--- src/hw/rtl/paa_pkg.sv ---
package paa_pkg;

   localparam int PAGE_SLOTS_DEFAULT = 16;
   localparam logic [15:0] DEFAULT_PAGE_BYTES_RESET = 16'd4096;

   localparam logic [1:0] ACT_PUSH    = 2'd0;
   localparam logic [1:0] ACT_BEGIN   = 2'd1;
   localparam logic [1:0] ACT_END     = 2'd2;
   localparam logic [1:0] ACT_DISPOSE = 2'd3;

   localparam logic STATUS_DONE    = 1'b0;
   localparam logic STATUS_REFUSED = 1'b1;

   typedef struct packed {
      logic [1:0]  action;
      logic [15:0] request_bytes;
   } paa_req_type;

   typedef struct packed {
      logic        status;
      logic [3:0]  page_index;
      logic [15:0] block_offset;
      logic [19:0] arena_total;
   } paa_rsp_type;

   typedef enum logic [4:0] {
      OP_NONE,
      OP_LATCH,
      OP_FIT_RD,
      OP_FIT_DO,
      OP_SCAN_INIT,
      OP_SCAN_RDFL,
      OP_SCAN_RDCAP,
      OP_SCAN_NEXT,
      OP_TAKE_RD,
      OP_TAKE_WR,
      OP_CHAIN,
      OP_FAIL,
      OP_BEGIN_RD,
      OP_BEGIN_WR,
      OP_DISP_START,
      OP_RB_RD,
      OP_RB_LOAD,
      OP_WALK_GIVE,
      OP_WALK_LOAD,
      OP_DISP_FIN,
      OP_RB_FIN,
      OP_RESPOND
   } paa_op_type;

   typedef struct packed {
      paa_op_type op;
   } paa_cmd_type;

   typedef struct packed {
      logic [1:0] action;
      logic       first;
      logic       fit_ok;
      logic       ft_zero;
      logic       hit;
      logic       scan_last;
      logic       phase2;
      logic       walk_go;
      logic       p_is_tail;
      logic       mark_valid;
      logic       rsp_free;
   } paa_status_type;

   typedef enum logic [4:0] {
      ST_IDLE,
      ST_DISPATCH,
      ST_FIT_RD,
      ST_FIT_CHK,
      ST_SCAN_INIT,
      ST_SCAN_RDFL,
      ST_SCAN_RDCAP,
      ST_SCAN_CHK,
      ST_SCAN_NEXT,
      ST_TAKE_RD,
      ST_TAKE_WR,
      ST_CHAIN,
      ST_FAIL,
      ST_BEGIN_RD,
      ST_BEGIN_WR,
      ST_DISP_START,
      ST_RB_RD,
      ST_RB_LOAD,
      ST_WALK_CHK,
      ST_WALK_GIVE,
      ST_WALK_LOAD,
      ST_DISP_FIN,
      ST_RB_FIN,
      ST_RESPOND
   } paa_state_type;

endpackage

--- src/hw/rtl/paa_controller.sv ---
module paa_controller (
   input  logic                    clock,
   input  logic                    reset,
   input  logic                    req_valid,
   output logic                    req_ready,
   input  paa_pkg::paa_status_type st,
   output paa_pkg::paa_cmd_type    cmd
);
   import paa_pkg::*;

   paa_state_type state_ff, state_in;

   always_ff @(posedge clock) begin
      if (reset) begin
         state_ff <= ST_IDLE;
      end else begin
         state_ff <= state_in;
      end
   end

   always_comb begin
      state_in  = state_ff;
      cmd.op    = OP_NONE;
      req_ready = 1'b0;
      unique case (state_ff)
         ST_IDLE: begin
            req_ready = 1'b1;
            if (req_valid) begin
               cmd.op   = OP_LATCH;
               state_in = ST_DISPATCH;
            end
         end
         ST_DISPATCH: begin
            unique case (st.action)
               ACT_PUSH:  state_in = st.first ? ST_SCAN_INIT : ST_FIT_RD;
               ACT_BEGIN: state_in = ST_BEGIN_RD;
               ACT_END:   state_in = st.mark_valid ? ST_RB_RD : ST_DISP_START;
               default:   state_in = ST_DISP_START;
            endcase
         end
         ST_FIT_RD: begin
            cmd.op   = OP_FIT_RD;
            state_in = ST_FIT_CHK;
         end
         ST_FIT_CHK: begin
            if (st.fit_ok) begin
               cmd.op   = OP_FIT_DO;
               state_in = ST_RESPOND;
            end else begin
               state_in = ST_SCAN_INIT;
            end
         end
         ST_SCAN_INIT: begin
            cmd.op   = OP_SCAN_INIT;
            state_in = st.ft_zero ? ST_FAIL : ST_SCAN_RDFL;
         end
         ST_SCAN_RDFL: begin
            cmd.op   = OP_SCAN_RDFL;
            state_in = ST_SCAN_RDCAP;
         end
         ST_SCAN_RDCAP: begin
            cmd.op   = OP_SCAN_RDCAP;
            state_in = ST_SCAN_CHK;
         end
         ST_SCAN_CHK: begin
            if (st.hit) begin
               state_in = ST_TAKE_RD;
            end else if (st.scan_last && st.phase2) begin
               state_in = ST_FAIL;
            end else begin
               state_in = ST_SCAN_NEXT;
            end
         end
         ST_SCAN_NEXT: begin
            cmd.op   = OP_SCAN_NEXT;
            state_in = ST_SCAN_RDFL;
         end
         ST_TAKE_RD: begin
            cmd.op   = OP_TAKE_RD;
            state_in = ST_TAKE_WR;
         end
         ST_TAKE_WR: begin
            cmd.op   = OP_TAKE_WR;
            state_in = ST_CHAIN;
         end
         ST_CHAIN: begin
            cmd.op   = OP_CHAIN;
            state_in = ST_RESPOND;
         end
         ST_FAIL: begin
            cmd.op   = OP_FAIL;
            state_in = ST_RESPOND;
         end
         ST_BEGIN_RD: begin
            cmd.op   = OP_BEGIN_RD;
            state_in = ST_BEGIN_WR;
         end
         ST_BEGIN_WR: begin
            cmd.op   = OP_BEGIN_WR;
            state_in = ST_RESPOND;
         end
         ST_DISP_START: begin
            cmd.op   = OP_DISP_START;
            state_in = ST_WALK_CHK;
         end
         ST_RB_RD: begin
            cmd.op   = OP_RB_RD;
            state_in = ST_RB_LOAD;
         end
         ST_RB_LOAD: begin
            cmd.op   = OP_RB_LOAD;
            state_in = ST_WALK_CHK;
         end
         ST_WALK_CHK: begin
            if (st.walk_go) begin
               state_in = ST_WALK_GIVE;
            end else if (st.mark_valid && st.action == ACT_END) begin
               state_in = ST_RB_FIN;
            end else begin
               state_in = ST_DISP_FIN;
            end
         end
         ST_WALK_GIVE: begin
            cmd.op = OP_WALK_GIVE;
            if (st.mark_valid && st.action == ACT_END && st.p_is_tail) begin
               state_in = ST_RB_FIN;
            end else begin
               state_in = ST_WALK_LOAD;
            end
         end
         ST_WALK_LOAD: begin
            cmd.op   = OP_WALK_LOAD;
            state_in = ST_WALK_CHK;
         end
         ST_DISP_FIN: begin
            cmd.op   = OP_DISP_FIN;
            state_in = ST_RESPOND;
         end
         ST_RB_FIN: begin
            cmd.op   = OP_RB_FIN;
            state_in = ST_RESPOND;
         end
         ST_RESPOND: begin
            if (st.rsp_free) begin
               cmd.op   = OP_RESPOND;
               state_in = ST_IDLE;
            end
         end
         default: state_in = ST_IDLE;
      endcase
   end

endmodule

--- src/hw/rtl/paa_datapath.sv ---
module paa_datapath #(
   parameter int PAGE_SLOTS = paa_pkg::PAGE_SLOTS_DEFAULT
) (
   input  logic                    clock,
   input  logic                    reset,
   input  logic                    csr_write_enable,
   input  logic [15:0]             csr_write_data,
   input  paa_pkg::paa_req_type    req_payload,
   output logic                    rsp_valid,
   input  logic                    rsp_ready,
   output paa_pkg::paa_rsp_type    rsp_payload,
   input  paa_pkg::paa_cmd_type    cmd,
   output paa_pkg::paa_status_type st
);
   import paa_pkg::*;

   localparam int PW = $clog2(PAGE_SLOTS);
   localparam int CW = $clog2(PAGE_SLOTS + 1);
   localparam logic [PW:0] NONE_REF = {1'b1, {PW{1'b0}}};

   // Page references carry a none flag in their top bit.
   logic [PW-1:0] fl_mem   [PAGE_SLOTS];
   logic [15:0]   cap_mem  [PAGE_SLOTS];
   logic [15:0]   fill_mem [PAGE_SLOTS];
   logic [PW:0]   link_mem [PAGE_SLOTS];

   logic [PAGE_SLOTS-1:0] backed_ff, flw_ff;
   logic [PW:0]   head_ff, tail_ff, mark_ff, walk_ff;
   logic [20:0]   held_ff, mark_bytes_ff;
   logic [15:0]   mark_fill_ff, def_ff, req_bytes_ff;
   logic [1:0]    req_action_ff;
   logic [CW-1:0] ft_ff, guard_ff;
   logic [PW-1:0] idx_ff, pg_ff;
   logic          phase2_ff, rsp_valid_ff;
   logic          res_status_ff;
   logic [3:0]    res_pidx_ff;
   logic [15:0]   res_offs_ff;
   paa_rsp_type   rsp_ff;

   logic [PW-1:0] fl_rd_ff, fl_addr_ff;
   logic          fl_wr_ff;
   logic [15:0]   cap_rd_ff, fill_rd_ff;
   logic [PW:0]   link_rd_ff;

   logic [PW-1:0] fl_raddr, cap_raddr, fill_raddr, link_raddr, fl_q;
   logic [CW-1:0] ft_dec;
   logic [15:0]   cap_new;
   paa_op_type    op;

   assign op      = cmd.op;
   assign ft_dec  = ft_ff - CW'(1);
   assign fl_q    = fl_wr_ff ? fl_rd_ff : fl_addr_ff;
   assign cap_new = (req_bytes_ff > def_ff) ? req_bytes_ff : def_ff;

   always_comb begin
      fl_raddr   = (op == OP_TAKE_RD) ? ft_dec[PW-1:0] : idx_ff;
      cap_raddr  = (op == OP_FIT_RD) ? tail_ff[PW-1:0] : fl_q;
      fill_raddr = tail_ff[PW-1:0];
      link_raddr = (op == OP_RB_RD) ? mark_ff[PW-1:0] : walk_ff[PW-1:0];
   end

   always_ff @(posedge clock) begin
      fl_rd_ff   <= fl_mem[fl_raddr];
      fl_addr_ff <= fl_raddr;
      fl_wr_ff   <= flw_ff[fl_raddr];
      cap_rd_ff  <= cap_mem[cap_raddr];
      fill_rd_ff <= fill_mem[fill_raddr];
      link_rd_ff <= link_mem[link_raddr];
   end

   always_ff @(posedge clock) begin
      if (op == OP_WALK_GIVE && ft_ff < CW'(PAGE_SLOTS)) begin
         fl_mem[ft_ff[PW-1:0]] <= walk_ff[PW-1:0];
      end else if (op == OP_TAKE_WR) begin
         fl_mem[idx_ff] <= fl_q;
      end
      if (op == OP_TAKE_WR && phase2_ff) begin
         cap_mem[pg_ff] <= cap_new;
      end
      case (op)
         OP_FIT_DO:  fill_mem[tail_ff[PW-1:0]] <= fill_rd_ff + req_bytes_ff;
         OP_TAKE_WR: fill_mem[pg_ff] <= req_bytes_ff;
         OP_RB_FIN:  fill_mem[mark_ff[PW-1:0]] <= mark_fill_ff;
         default: ;
      endcase
      case (op)
         OP_TAKE_WR: link_mem[pg_ff] <= NONE_REF;
         OP_CHAIN: begin
            if (!(head_ff[PW] || tail_ff[PW])) begin
               link_mem[tail_ff[PW-1:0]] <= {1'b0, pg_ff};
            end
         end
         OP_RB_FIN:  link_mem[mark_ff[PW-1:0]] <= NONE_REF;
         default: ;
      endcase
   end

   always_ff @(posedge clock) begin
      case (op)
         OP_LATCH: begin
            req_action_ff <= req_payload.action;
            req_bytes_ff  <= req_payload.request_bytes;
            res_status_ff <= STATUS_DONE;
            res_pidx_ff   <= 4'd0;
            res_offs_ff   <= 16'd0;
         end
         OP_FIT_DO: begin
            res_pidx_ff <= 4'(tail_ff[PW-1:0]);
            res_offs_ff <= fill_rd_ff;
         end
         OP_SCAN_RDCAP: pg_ff <= fl_q;
         OP_CHAIN: begin
            res_pidx_ff <= 4'(pg_ff);
            res_offs_ff <= 16'd0;
         end
         OP_FAIL: begin
            res_status_ff <= STATUS_REFUSED;
            res_pidx_ff   <= 4'd0;
            res_offs_ff   <= 16'd0;
         end
         OP_DISP_START: walk_ff <= head_ff;
         OP_RB_LOAD, OP_WALK_LOAD: walk_ff <= link_rd_ff;
         OP_RESPOND: begin
            rsp_ff.status       <= res_status_ff;
            rsp_ff.page_index   <= res_pidx_ff;
            rsp_ff.block_offset <= res_offs_ff;
            rsp_ff.arena_total  <= held_ff[19:0];
         end
         default: ;
      endcase
   end

   always_ff @(posedge clock) begin
      if (reset) begin
         backed_ff     <= '0;
         flw_ff        <= '0;
         head_ff       <= NONE_REF;
         tail_ff       <= NONE_REF;
         mark_ff       <= NONE_REF;
         held_ff       <= '0;
         mark_bytes_ff <= '0;
         mark_fill_ff  <= '0;
         ft_ff         <= CW'(PAGE_SLOTS);
         guard_ff      <= '0;
         idx_ff        <= '0;
         phase2_ff     <= 1'b0;
         rsp_valid_ff  <= 1'b0;
         def_ff        <= DEFAULT_PAGE_BYTES_RESET;
      end else begin
         if (csr_write_enable) begin
            def_ff <= csr_write_data;
         end
         if (op == OP_RESPOND) begin
            rsp_valid_ff <= 1'b1;
         end else if (rsp_valid_ff && rsp_ready) begin
            rsp_valid_ff <= 1'b0;
         end
         case (op)
            OP_FIT_DO: held_ff <= held_ff + {5'd0, req_bytes_ff};
            OP_SCAN_INIT: begin
               idx_ff    <= '0;
               phase2_ff <= 1'b0;
            end
            OP_SCAN_NEXT: begin
               if (CW'(idx_ff) == ft_dec) begin
                  idx_ff    <= '0;
                  phase2_ff <= 1'b1;
               end else begin
                  idx_ff <= idx_ff + PW'(1);
               end
            end
            OP_TAKE_WR: begin
               ft_ff        <= ft_dec;
               flw_ff[idx_ff] <= 1'b1;
               if (phase2_ff) begin
                  backed_ff[pg_ff] <= 1'b1;
               end
            end
            OP_CHAIN: begin
               if (head_ff[PW] || tail_ff[PW]) begin
                  head_ff <= {1'b0, pg_ff};
               end
               tail_ff <= {1'b0, pg_ff};
               held_ff <= held_ff + {5'd0, req_bytes_ff};
            end
            OP_BEGIN_WR: begin
               mark_ff       <= tail_ff;
               mark_bytes_ff <= held_ff;
               mark_fill_ff  <= tail_ff[PW] ? 16'd0 : fill_rd_ff;
            end
            OP_DISP_START, OP_RB_LOAD: guard_ff <= '0;
            OP_WALK_GIVE: begin
               guard_ff <= guard_ff + CW'(1);
               if (ft_ff < CW'(PAGE_SLOTS)) begin
                  ft_ff <= ft_ff + CW'(1);
                  flw_ff[ft_ff[PW-1:0]] <= 1'b1;
               end
            end
            OP_DISP_FIN: begin
               head_ff       <= NONE_REF;
               tail_ff       <= NONE_REF;
               held_ff       <= '0;
               mark_bytes_ff <= '0;
               mark_ff       <= NONE_REF;
               mark_fill_ff  <= '0;
            end
            OP_RB_FIN: begin
               tail_ff <= mark_ff;
               held_ff <= mark_bytes_ff;
               mark_ff <= NONE_REF;
            end
            default: ;
         endcase
      end
   end

   always_comb begin
      st.action     = req_action_ff;
      st.first      = head_ff[PW] | tail_ff[PW];
      st.fit_ok     = (fill_rd_ff <= cap_rd_ff) && ((cap_rd_ff - fill_rd_ff) >= req_bytes_ff);
      st.ft_zero    = (ft_ff == '0);
      st.hit        = phase2_ff ? !backed_ff[pg_ff]
                                : (backed_ff[pg_ff] && (cap_rd_ff > req_bytes_ff));
      st.scan_last  = (CW'(idx_ff) == ft_dec);
      st.phase2     = phase2_ff;
      st.walk_go    = !walk_ff[PW] && (guard_ff < CW'(PAGE_SLOTS));
      st.p_is_tail  = !walk_ff[PW] && (walk_ff == tail_ff);
      st.mark_valid = !mark_ff[PW];
      st.rsp_free   = !rsp_valid_ff || rsp_ready;
   end

   assign rsp_valid   = rsp_valid_ff;
   assign rsp_payload = rsp_ff;

   a_head_tail: assert property (@(posedge clock) disable iff (reset)
      head_ff[PW] == tail_ff[PW])
      else $error("head and tail disagree on an empty arena");
   a_free_bound: assert property (@(posedge clock) disable iff (reset)
      ft_ff <= CW'(PAGE_SLOTS))
      else $error("free list count beyond pool size");
   a_take_unbacked: assert property (@(posedge clock) disable iff (reset)
      (op == OP_TAKE_WR && phase2_ff) |-> !backed_ff[pg_ff])
      else $error("second pass took a page that is already backed");
   a_in_use_backed: assert property (@(posedge clock) disable iff (reset)
      ($countones(backed_ff) + int'(ft_ff)) >= PAGE_SLOTS)
      else $error("a page outside the free list is not backed");

endmodule

--- src/hw/rtl/paged_arena_allocator.sv ---
// Paged arena allocator.
// Requests enter on the req_ channel (valid/ready) carrying an action and a
// byte count; each request produces exactly one result on the rsp_ channel
// (valid/ready) with a status, the page and offset of a pushed block, and
// the bytes held by the arena afterwards.
// The block works on one request at a time. A push that fits the current
// page reads, checks and updates the tail page's fill, then responds. A
// push that needs a page scans the free list one entry at a time, in up to
// two passes (backed pages first, then an unbacked one). A rollback or
// dispose walks the page chain one page at a time. Each scan step reads a
// free-list entry and then that page's capacity; each walk step reads one
// link entry.
// The result sits in an output register; if the receiver stalls, the block
// still accepts and works on the next request, holding its result back
// until the register is emptied.
// The default page size register is written through csr_write_enable and
// csr_write_data; the user must do so only while the block is idle, which
// the block does not enforce. Reset (synchronous, active high) empties the
// arena, returns every page to the free list unbacked and sets the default
// page size to 4096; it takes effect at once, with no clearing pass.
module paged_arena_allocator #(
   parameter int PAGE_SLOTS = paa_pkg::PAGE_SLOTS_DEFAULT
) (
   input  logic                 clock,
   input  logic                 reset,
   input  logic                 csr_write_enable,
   input  logic [15:0]          csr_write_data,
   input  logic                 req_valid,
   output logic                 req_ready,
   input  paa_pkg::paa_req_type req_payload,
   output logic                 rsp_valid,
   input  logic                 rsp_ready,
   output paa_pkg::paa_rsp_type rsp_payload
);
   import paa_pkg::*;

   // Command and status travel between the sequencer and the datapath.
   paa_cmd_type    cmd;
   paa_status_type st;

   paa_controller u_ctrl (
      .clock     (clock),
      .reset     (reset),
      .req_valid (req_valid),
      .req_ready (req_ready),
      .st        (st),
      .cmd       (cmd)
   );

   // The datapath owns the page pool memories, the free list and the
   // arena registers, as well as the result register.
   paa_datapath #(
      .PAGE_SLOTS (PAGE_SLOTS)
   ) u_dp (
      .clock            (clock),
      .reset            (reset),
      .csr_write_enable (csr_write_enable),
      .csr_write_data   (csr_write_data),
      .req_payload      (req_payload),
      .rsp_valid        (rsp_valid),
      .rsp_ready        (rsp_ready),
      .rsp_payload      (rsp_payload),
      .cmd              (cmd),
      .st               (st)
   );

endmodule

--- config.mk ---
export PLATFORM = sky130hd
export DESIGN_NAME = paged_arena_allocator
export DESIGN_NICKNAME = d
export VERILOG_FILES = /design/src/hw/rtl/paa_pkg.sv /design/src/hw/rtl/paa_controller.sv /design/src/hw/rtl/paa_datapath.sv /design/src/hw/rtl/paged_arena_allocator.sv
export SDC_FILE = /design/constraint.sdc
export NUM_CORES = 1
export LEC_CHECK = 0
export BUFFER_PORTS_ARGS = -buffer_cell sky130_fd_sc_hd__buf_2
export CAP_MARGIN = 10
export CORE_MARGIN = 2
export CORE_UTILIZATION = 50
export DETAILED_ROUTE_END_ITERATION = 6
export GPL_TIMING_DRIVEN = 0
export PLACE_DENSITY_LB_ADDON = 0.3
export SLEW_MARGIN = 20
export SYNTH_ARGS = -nofsm -noshare
export SYNTH_HDL_FRONTEND = slang
export SYNTH_SLANG_ARGS = --single-unit
--- constraint.sdc ---
create_clock -name clock -period 5.3 [get_ports clock]
set_input_delay 0 -clock clock [delete_from_list [all_inputs] [get_ports clock]]
set_output_delay 0 -clock clock [all_outputs]
set_load 0.005 [all_outputs]
After elaboration in Yosys (flattened, before gate mapping)
Memory sizes are Yosys's and may differ from the RTL's. A register that Yosys moved wholly into a read port is not among the register bits.
Index checks and enable logic that the tools add are counted.
- logic and storage cells: 247
- output and inout bits: 43
- memories: 4
- bits in registers: 236
- bits in writable memories: 656
- input bits: 39
- $add $sub $neg: 7
- multiplexer cells: 87
- bitwise gates (word level): 4
- reduce and logical (&&, ||, !) cells: 53
- order comparisons: 13
- equal/unequal tests: 51
- memory list (memory ; depth ; bits a word ; read ports ; clocked after Yosys merged registers in ; write ports ; line ; source):
    u_dp.cap_mem ; 16 ; 16 ; 1 ; 1 ; 1 ; paa_datapath.sv:23 ; logic [15:0] cap_mem [PAGE_SLOTS];
    u_dp.fill_mem ; 16 ; 16 ; 1 ; 1 ; 1 ; paa_datapath.sv:24 ; logic [15:0] fill_mem [PAGE_SLOTS];
    u_dp.link_mem ; 16 ; 5 ; 1 ; 1 ; 1 ; paa_datapath.sv:25 ; logic [PW:0] link_mem [PAGE_SLOTS];
    u_dp.fl_mem ; 16 ; 4 ; 1 ; 1 ; 1 ; paa_datapath.sv:22 ; logic [PW-1:0] fl_mem [PAGE_SLOTS];
- operator list (kind ; number):
    5-bit case mux with 21 select lines ; 1
    16-bit case mux with 2 select lines ; 3
    5-bit case mux with 18 select lines ; 1
    16-bit 2-to-1 mux ; 5
    5-bit by 4-bit equality test with 1-bit output (second input constant) ; 15
    5-bit equality test (second input constant) ; 14
    21-bit case mux with 3 select lines ; 1
    5-bit 2-to-1 mux ; 11
    5-bit case mux with 2 select lines ; 5
    4-bit 2-to-1 mux ; 12
    16-bit OR ; 3
    21-bit case mux with 2 select lines ; 1
    5-bit by 3-bit equality test with 1-bit output (second input constant) ; 7
    16-bit greater-than comparator ; 2
    16-bit OR reduction ; 2
    1-bit 2-to-1 mux ; 31
    5-bit case mux with 3 select lines ; 2
    21-bit by 16-bit adder with 21-bit output ; 1
    5-bit by 2-bit equality test with 1-bit output (second input constant) ; 4
    4-bit by 5-bit < comparator with 1-bit output (second input constant) ; 4
    2-bit nonzero test ; 10
    16-bit adder ; 1
    16-bit >= comparator ; 1
    16-bit <= comparator ; 1
    other kinds (32) ; 77

Longest topological paths before layout
Gate-level depths: netlist of run 1.
- word-level depth: 11
- gate-level depth with buffers: 21
- depth with buffers taken out: 19

Cells and area by module
A second synthesis of run 1 with hierarchy kept.
- cells, all modules: 3208
- area, all modules: 41687.5 um^2
- modules (own cells, without submodules) (module ; cells an instance ; area each (um^2) ; sequential area each (um^2) ; times used):
    paa_datapath ; 3096 ; 40898.0 ; 25994.9 ; 1
    paa_controller ; 112 ; 789.5 ; 100.1 ; 1

Worst setup path after synthesis of run 1
No wires, ideal clock.
- path kind: register -> register
- start: reg u_dp.fill_rd_ff[1], read port of u_dp.fill_mem
- end: mem u_dp.fill_mem[10][0] (enable)
- path buffers: 1
- data arrival time: 4.004 ns
- slack: 0.908 ns
- library setup time: 0.388 ns
- period minus slack after synthesis: 4.392 ns
- cell stages (with the launch flop): 20
- data required time: 4.912 ns
- path through: dfxtp_1 inv_1 ha_1 a21o_1 a21oi_1 o21ai_0 o21a_1 o21a_1 nor2_1 xnor2_1 ha_1 nand4_1 a211o_1 a21oi_1 o31a_1 o2111ai_1 buf_2 a21oi_1 nand2_1 nor2_1
- word-level cells in the longest chain between the ends: 11
- elaborated cells on any way between the ends: 21
- those cells by class: add/sub (1); order compare (2); eq/ne (3); mux (12); reduce/logical (3)
- ends and longest elaborated chain (element ; line ; source):
    start, declared ; paa_datapath.sv:42 ; logic [15:0] cap_rd_ff, fill_rd_ff;
    16-bit subtractor ; paa_datapath.sv:220 ; st.fit_ok = (fill_rd_ff <= cap_rd_ff) && ((cap_rd_ff - fill_rd_ff) >= req_bytes_ff);
    16-bit >= comparator ; paa_datapath.sv:220 ;
    1-bit logical AND * ; paa_datapath.sv:220 ;
    2-bit 2-to-1 mux * ; paa_controller.sv:46 ; if (st.fit_ok) begin
    5-bit case mux with 21 select lines * ; paa_controller.sv:25 ; unique case (state_ff)
    5-bit by 4-bit equality test with 1-bit output ; paa_datapath.sv:80 ; case (op)
    1-bit 2-to-1 mux ; paa_datapath.sv:80 ;
    1-bit 2-to-1 mux (implied by the code) ; paa_datapath.sv:82 ; OP_TAKE_WR: fill_mem[pg_ff] <= req_bytes_ff;
    16-bit OR reduction (no line) ; - ;
    4-bit 2-to-1 mux (no line) or 1-bit 2-to-1 mux (tied branches) (2 in a row) ; - ;
    end, declared ; paa_datapath.sv:24 ;
Every way passes the cells marked *; elsewhere a longest branch is shown, timed or not.

Final worst setup path of run 1
- start: reg u_dp.fill_rd_ff[1], read port of u_dp.fill_mem
- end: mem u_dp.fill_mem[1][13] (enable)
The elaborated chain is that of the path after synthesis.

==> summary.md, run 1 <==
| Metric | Value |
|---|---|
| Vias/cell | 6.01 |
| DIE AREA | 81400 um^2 |
| WS Path Type | reg2reg |
| Family with the most delay on the worst path | compound AO/OA/AOI/OAI gates |
| Slew margin rel. | 21.3% |
| Routed vias | 24500 |
| Worst EP arrival | 5.65 ns |
| CP Max Fanout | 10 |
| Chip width | 285 um |
| Rows | 103 |
| Most frequent cells in the layout | edfxtp_1, nor2_1, mux4_2 |
| Largest net degree at the start of global routing | 28 |
| Mean post-synth cell area | 14.9 um^2 |
| # IOs | 82 |
| Worst skew pair latency | 0.70 ns |
| H-tree Lvls | 3 |
| DP HPWL | 72800 um |
| Routed WL | 103000 um |
| Data required time at the worst endpoint | 5.67 ns |
| TritonCTS sink count | 931 |
| FFs w/ async S/R, synth | 0% |
| Slowest cell delay on critical path | 0.53 ns |
| Net count reported at finish | 3084 |
| Cell count after synthesis | 2663 |
| Synth Register Bits | 931 |
| Layout area overhead | 16.0% |
| Initial antenna violation count | 3 |
| Fin. Hold Viols | 0 |
| CP bufs+invs | 3 |
| Mapped cell area | 39600 um^2 |
| Status | complete, no violations |
| Core Util, Final | 58.4% |
| EDFF count, synth | 745 |
| GPL Wtd Cong | 0.945 |
| Main flop type after synthesis | edfxtp_1 |
| DRC errors left | 0 |
| DRT Pass-1 Iters | 6 |
| GRT overflow | 0 |
| Lkg Pwr | 15.8 nW |
| Max capacitance violation total | 0 |
| Post-layout min period | 5.28 ns |
| Distinct cells, synth | 74 |
| Synth area leader | edfxtp_1 |
| Fill count | 5906 |
| Reg clk slew, reported paths | 0.06 ns |
| Post-Syn Nets | 2809 |
| Total CTS buffers | 94 |
| Max Clock Skew | 0.0593 ns |
| Share of cells above drive strength 1 | 19.5% |
| Total global-route track usage | 25.0% |
| Maximum buffer depth of the clock tree | 3 |
| Setup TNS | 0 ns |
| RSZ-0062 raised after global routing | yes |
| Sequential-to-total area share from yosys stat | 66.0% |
| CTS tree | done |
| Achievable frequency | 189 MHz |
| Port bufs | 79 |
| Period utilization | 99.7% |
| IR Drop Worst-Case VDD | 0.000311 V |
| Core area | 78600 um^2 |
| Vias in the first global route | 24200 |
| HP Class | in2reg |
| Synth top area share | 56.5% |
| Avg WL per Cell | 25.2 um |
| Startpoint Class | flip-flop |
| First-pass GRT wire length | 151000 um |
| Die height | 285 um |
| Commonest non-fill, non-tap cell in the layout | edfxtp_1 |
| DR iter-0 viols | 2714 |
| Slew Viols, Final | 0 |
| Worst path cell trace | inv_1 > ha_1 > a21o_1 > a21oi_1 > o21ai_0 > o21a_1 > o21a_1 > nor2_1 > xnor2_1 > ha_1 > nand4_1 > a211o_1 > a21oi_1 > o31a_1 > o2111ai_2 > buf_4 > nand2_1 > nand3b_1 > nor2_2 > buf_8 |
| Worst-margin pin slew | 1.17 ns |
| Initial core utilization | 50.3% |
| Slowest cell on the critical path | nor2_2 |
| Hold_ws | 0.0261 ns |
| Ranking of synthesized cells by area | edfxtp_1, mux4_2, dfxtp_1 |
| Yosys warns | 0 |
| Antenna-violating nets left | 0 |
| CP endpoint kind | flip-flop |
| CTS root buffer | clkbuf_16 |
| Pwr per Cell Area | 441 nW/um^2 |
| Number of setup violations in the final report | 0 |
[layer usage]
layer | up-vias | global-route usage (%) | part of all wire [%]
met2 | 1076 | 40.8 | 49
met4 | 0 | 7.81 | 2.9
met3 | 195 | 3.99 | 7.3
met5 | - | 0 | 0
met1 | 12400 | 34.6 | 41
li1 | 10800 | - | -
[where the power goes]
| part | switching, mW | internal [mW] | leakage [nW] |
|---|---|---|---|
| Sequential | 0.273 | 8.80 | 8.15 |
| Combinational | 2.78 | 1.66 | 6.11 |
| Clock | 2.86 | 3.87 | 1.53 |
| Total | 5.92 | 14.3 | 15.8 |
[synthesized netlist by cell type, drive strengths merged (17+ instances only)]
cell type / instances
nand2: 183
a211oi: 48
nor2: 258
nand2b: 29
o21ai: 62
edfxtp: 745
buf: 50
a21o: 26
mux4: 189
nand3: 40
dfxtp: 186
xor2: 17
xnor2: 32
ha: 104
a21oi: 155
clkbuf: 83
a31oi: 28
inv: 73
a22oi: 18
mux2i: 69
nor2b: 39
nor3: 67
[registers in the layout, indices dropped and copies added (netlist names), 16 cells and up]
register            cells
u_dp.backed_ff         16
u_dp.cap_mem          256
u_dp.cap_rd_ff         16
u_dp.def_ff            16
u_dp.fill_mem         256
u_dp.fill_rd_ff        16
u_dp.fl_mem            64
u_dp.flw_ff            16
u_dp.held_ff           20
u_dp.link_mem          80
u_dp.mark_bytes_ff     20
u_dp.mark_fill_ff      16
u_dp.req_bytes_ff      16
u_dp.res_offs_ff       16
u_dp.rsp_payload       41
[worst reg2reg max path, cell delays in order, from the launching register on]
cell and delay [ns]:
dfxtp_2 0.42, inv_1 0.14, ha_1 0.34, a21o_1 0.19
a21oi_1 0.28, o21ai_0 0.20, o21a_1 0.22, o21a_1 0.17
nor2_1 0.10, xnor2_1 0.08, ha_1 0.29, nand4_1 0.12
a211o_1 0.30, a21oi_1 0.16, o31a_1 0.19, o2111ai_2 0.25
buf_4 0.31, nand2_1 0.12, nand3b_1 0.31, nor2_2 0.53
buf_8 0.23
[what timing repair did]
item                                    CTS  global route
gates resized for setup                  10             9
hold endpoints to repair                 37             0
endpoints found under the setup margin  175           219
hold buffers                             46             0
pin swaps                                 5             9
setup buffers                             4            11
[final timing paths]
check / start / to / slack [ns] / cells past startpoint
worst max register to register: u_dp.fill_rd_ff[1] / u_dp.fill_mem[1][13] / 0.02 / 20
worst min register to register: u_dp.res_offs_ff[3] / u_dp.rsp_payload[23] / 0.42 / 0
worst min-delay path: req_payload[0] / u_dp.req_bytes_ff[0] / 0.03 / 2
worst max-delay path: u_dp.fill_rd_ff[1] / u_dp.fill_mem[1][13] / 0.02 / 20
[through the flow]
step	setup WS, ns	total power [mW]	instances	cell area (um^2)
after floorplan	0.908	12.1	2663	39600
after global placement	-0.798	13.3	3792	41300
after detailed placement	-0.233	13.5	3830	41900
after CTS	-0.0481	20.3	4056	45700
after global routing	-0.0950	21.0	4069	45900
final	0.0168	20.2	4070	45900
[kinds of logic (layout without fill, tap and decap cells)]
logic type | after synthesis | count (layout) | share of synthesized area, %
XOR/XNOR | 49 | 49 | 1.08
AND/OR/NAND/NOR | 689 | 689 | 7.88
adder cells (fa/ha/maj) | 107 | 107 | 3.44
other | 0 | 2 | 0
flip-flops | 931 | 931 | 66.0
AO/OA/AOI/OAI | 413 | 413 | 6.57
multiplexers | 268 | 268 | 12.8
buffers and inverters | 206 | 561 | 2.25
[area by class of cell]
class,instances,area [um^2],share of cell area [%]
timing repair buffer,179,1520,3.32
antenna,2,5.00,0.0109
tap,1050,1310,2.86
clock buffer,136,2610,5.69
inverter,73,274,0.597
sequential,931,26100,56.9
buffer,133,619,1.35
clock inverter,40,566,1.23
multi-input combinational,1526,12900,28.1
No activity file was read; power rests on OpenSTA's default activity.
==> inputs of run 2 (changes only) <==
--- a/config.mk
+++ b/config.mk
@@ -5,7 +5,7 @@
 export SDC_FILE = /design/constraint.sdc
 export NUM_CORES = 1
 export LEC_CHECK = 0
-export BUFFER_PORTS_ARGS = -buffer_cell sky130_fd_sc_hd__buf_2
+export BUFFER_PORTS_ARGS = -buffer_cell sky130_fd_sc_hd__buf_4
 export CAP_MARGIN = 10
 export CORE_MARGIN = 2
 export CORE_UTILIZATION = 50
==> constraint.sdc (replaced) <==
create_clock -name clock -period 6.05 [get_ports clock]
set_input_delay 0 -clock clock [delete_from_list [all_inputs] [get_ports clock]]
set_output_delay 0 -clock clock [all_outputs]
set_load 0.005 [all_outputs]
==> run 2 against run 1 <==
Compared with the run above:
- via count fell by 1.1%
- maximum frequency fell by 5.1%
- power fell by 13%
- combinational power fell by 12%
- setup slack improved by 0.47 ns
- sequential power fell by 12%
- clock power fell by 15%
- largest cell class unchanged
==> summary.md, run 2 (synthesis results as in run 1) <==
| Metric | Value |
|---|---|
| Lkg Pwr | 15.7 nW (was 15.8 nW) |
| RSZ-0062 raised after global routing | no (was yes) |
| CP Max Fanout | 10 (unchanged) |
| Reg clk slew, reported paths | 0.06 ns (about the same) |
| Switching power of the nets | 5.16 mW (was 5.92 mW) |
| First-pass GRT wire length | 151000 um (about the same) |
| Achievable frequency | 180 MHz (was 189 MHz) |
| Chip width | 285 um (unchanged) |
| HP Class | in2reg (unchanged) |
| Hold_ws | 0.0373 ns (was 0.0261 ns) |
| Initial core utilization | 50.3% (unchanged) |
| Maximum buffer depth of the clock tree | 3 (unchanged) |
| Fill count | 5948 (was 5906) |
| Period utilization | 92.0% (was 99.7%) |
| Vias in the first global route | 24400 (was 24200) |
| GPL Wtd Cong | 0.935 (was 0.945) |
| Overall Power | 17.5 mW (was 20.2 mW) |
| DP HPWL | 73500 um (was 72800 um) |
| Startpoint Class | flip-flop (unchanged) |
| Comb pwr share | 22.2% (was 21.9%) |
| Total CTS buffers | 94 (unchanged) |
| DIE AREA | 81400 um^2 (unchanged) |
| M3 GR Usage | 4.30% (was 3.99%) |
| Max Clock Skew | 0.0420 ns (was 0.0593 ns) |
| CTS root buffer | clkbuf_16 (unchanged) |
| R2R setup slack | 0.48 ns (was 0.02 ns) |
| H-tree Lvls | 3 (unchanged) |
| DRT Pass-1 Iters | 7 (was 6) |
| TritonCTS sink count | 931 (unchanged) |
| Total global-route track usage | 24.9% (was 25.0%) |
| Pwr per Cell Area | 383 nW/um^2 (was 441 nW/um^2) |
| DRC errors left | 0 (unchanged) |
| P_int | 12.4 mW (was 14.3 mW) |
| WS Path Type | reg2reg (unchanged) |
| Antenna-violating nets left | 0 (unchanged) |
| Met1 Use GR | 34.0% (was 34.6%) |
| Top Usage Layer GRT | met2 (unchanged) |
| Number of setup violations in the final report | 0 (unchanged) |
| Met2 Resource Use GR | 41.1% (was 40.8%) |
| IR Drop Worst-Case VDD | 0.000340 V (was 0.000311 V) |
| Routed WL | 102000 um (was 103000 um) |
| Port bufs | 79 (unchanged) |
| Worst EP arrival | 5.94 ns (was 5.65 ns) |
| Clk pwr share | 32.5% (was 33.3%) |
| Initial antenna violation count | 2 (was 3) |
| Register area | 26100 um^2 (about the same) |
| Share of cells above drive strength 1 | 19.2% (was 19.5%) |
| Core Util, Final | 58.1% (was 58.4%) |
| Slew margin rel. | 27.5% (was 21.3%) |
| Commonest non-fill, non-tap cell in the layout | edfxtp_1 (unchanged) |
| Data required time at the worst endpoint | 6.42 ns (was 5.67 ns) |
| Max capacitance violation total | 0 (unchanged) |
| Antenna diodes | 0 (was 2) |
| Largest net degree at the start of global routing | 29 (was 28) |
| Status | complete, no violations (unchanged) |
| Most frequent cells in the layout | edfxtp_1, nor2_1, mux4_2 (unchanged) |
| Fin. Hold Viols | 0 (unchanged) |
| Worst r2r src | u_dp.fill_rd_ff[1] (unchanged) |
| Layout area overhead | 15.5% (was 16.0%) |
| GRT overflow | 0 (unchanged) |
| # IOs | 82 (unchanged) |
| Core area | 78600 um^2 (unchanged) |
| Worst skew pair latency | 0.68 ns (was 0.70 ns) |
| Avg WL per Cell | 25.1 um (was 25.2 um) |
| Setup TNS | 0 ns (unchanged) |
| Routed vias | 24200 (was 24500) |
| Area of the multi-input gates | 12800 um^2 (was 12900 um^2) |
| Flop pwr share | 45.3% (was 44.8%) |
| Critical path origin | u_dp.fill_rd_ff[1] (unchanged) |
| Rows | 103 (unchanged) |
| CP endpoint kind | flip-flop (unchanged) |
| Hold Path Origin | req_payload[5] (was req_payload[0]) |
| Largest regs | u_dp.cap_mem x256, u_dp.fill_mem x256, u_dp.link_mem x80 (unchanged) |
| Slew Viols, Final | 0 (unchanged) |
| Worst-margin pin slew | 1.08 ns (was 1.17 ns) |
| CTS tree | done (unchanged) |
| Sw Ratio | 29.5% (was 29.2%) |
| Vias/cell | 5.98 (was 6.01) |
| Die height | 285 um (unchanged) |
| Post-layout min period | 5.57 ns (was 5.28 ns) |
| DR iter-0 viols | 2713 (was 2714) |
| Net count reported at finish | 3067 (was 3084) |
## run 2: cell types whose count changed in the layout (fill, tap and decap cells not counted), sizes merged
cell,before,now
buf,180,165
clkbuf,222,215
clkinvlp,1,7
clkinv,27,32
bufinv,8,4
inv,77,74
diode,2,0
dlygate4sd3,46,45
## run 2: critical path: stages (launching register included)
cell,delay (ns)
dfxtp_1,0.48
inv_1,0.19
ha_1,0.36
a21o_1,0.19
a21oi_1,0.29
o21ai_0,0.19
o21a_1,0.21
o21a_1,0.17
nor2_1,0.11
xnor2_1,0.08
ha_1,0.30
nand4_1,0.13
a211o_1,0.34
a21oi_1,0.14
o31a_1,0.18
o2111ai_1,0.33
buf_2,0.37
a21oi_1,0.22
nand2b_1,0.19
nor2_2,0.56
buf_8,0.23
## run 2: power groups by stage
stage          Sequential, mW  Clock, mW  Combinational, mW
5_1_grt                  7.96       6.01               4.27
3_3_place_gp             8.08          0               3.62
3_5_place_dp             8.06          0               3.82
2_1_floorplan            7.93          0               2.64
4_1_cts                  7.93       5.76               3.87
6_report                 7.94       5.69               3.89
## run 2: layer usage
| layer | vias up | share of wire [%] |
|---|---|---|
| met4 | 0 | 3.0 |
| li1 | 10700 | - |
| met1 | 12200 | 41 |
| met3 | 180 | 7.6 |
| met5 | - | 0 |
| met2 | 1034 | 49 |
## run 2: final timing paths
path,depth (start not counted),to
worst min register to register,0,u_dp.rsp_payload[27]
worst max register to register,20,u_dp.fill_mem[12][12]
worst max-delay path,20,u_dp.fill_mem[12][12]
worst min-delay path,2,u_dp.req_bytes_ff[5]
## run 2: final cells by class
| type | instances | share of cell area (%) |
|---|---|---|
| Tap cell | 1050 | 2.87 |
| Buffer | 133 | 1.35 |
| Inverter | 73 | 0.600 |
| Multi-Input combinational cell | 1526 | 28.0 |
| Sequential cell | 931 | 57.1 |
| Clock inverter | 44 | 1.07 |
| Clock buffer | 130 | 5.64 |
| Timing Repair Buffer | 162 | 3.33 |
## run 2: what timing repair did
item	4_1_cts	5_1_grt
gates resized for setup	0	0
hold buffers	45	0
setup buffers	0	0
endpoints found under the setup margin	0	0
endpoints found under the hold margin	42	0
## run 2: per-stage QoR
stage               setup slack, ns  std cells  cell area [um^2]
finish                        0.482       4049             45700
global route                  0.219       4049             45700
CTS                           0.556       4049             45700
detailed placement            0.571       3830             42100
global placement            -0.0331       3792             41500
floorplan                      1.66       2663             39600
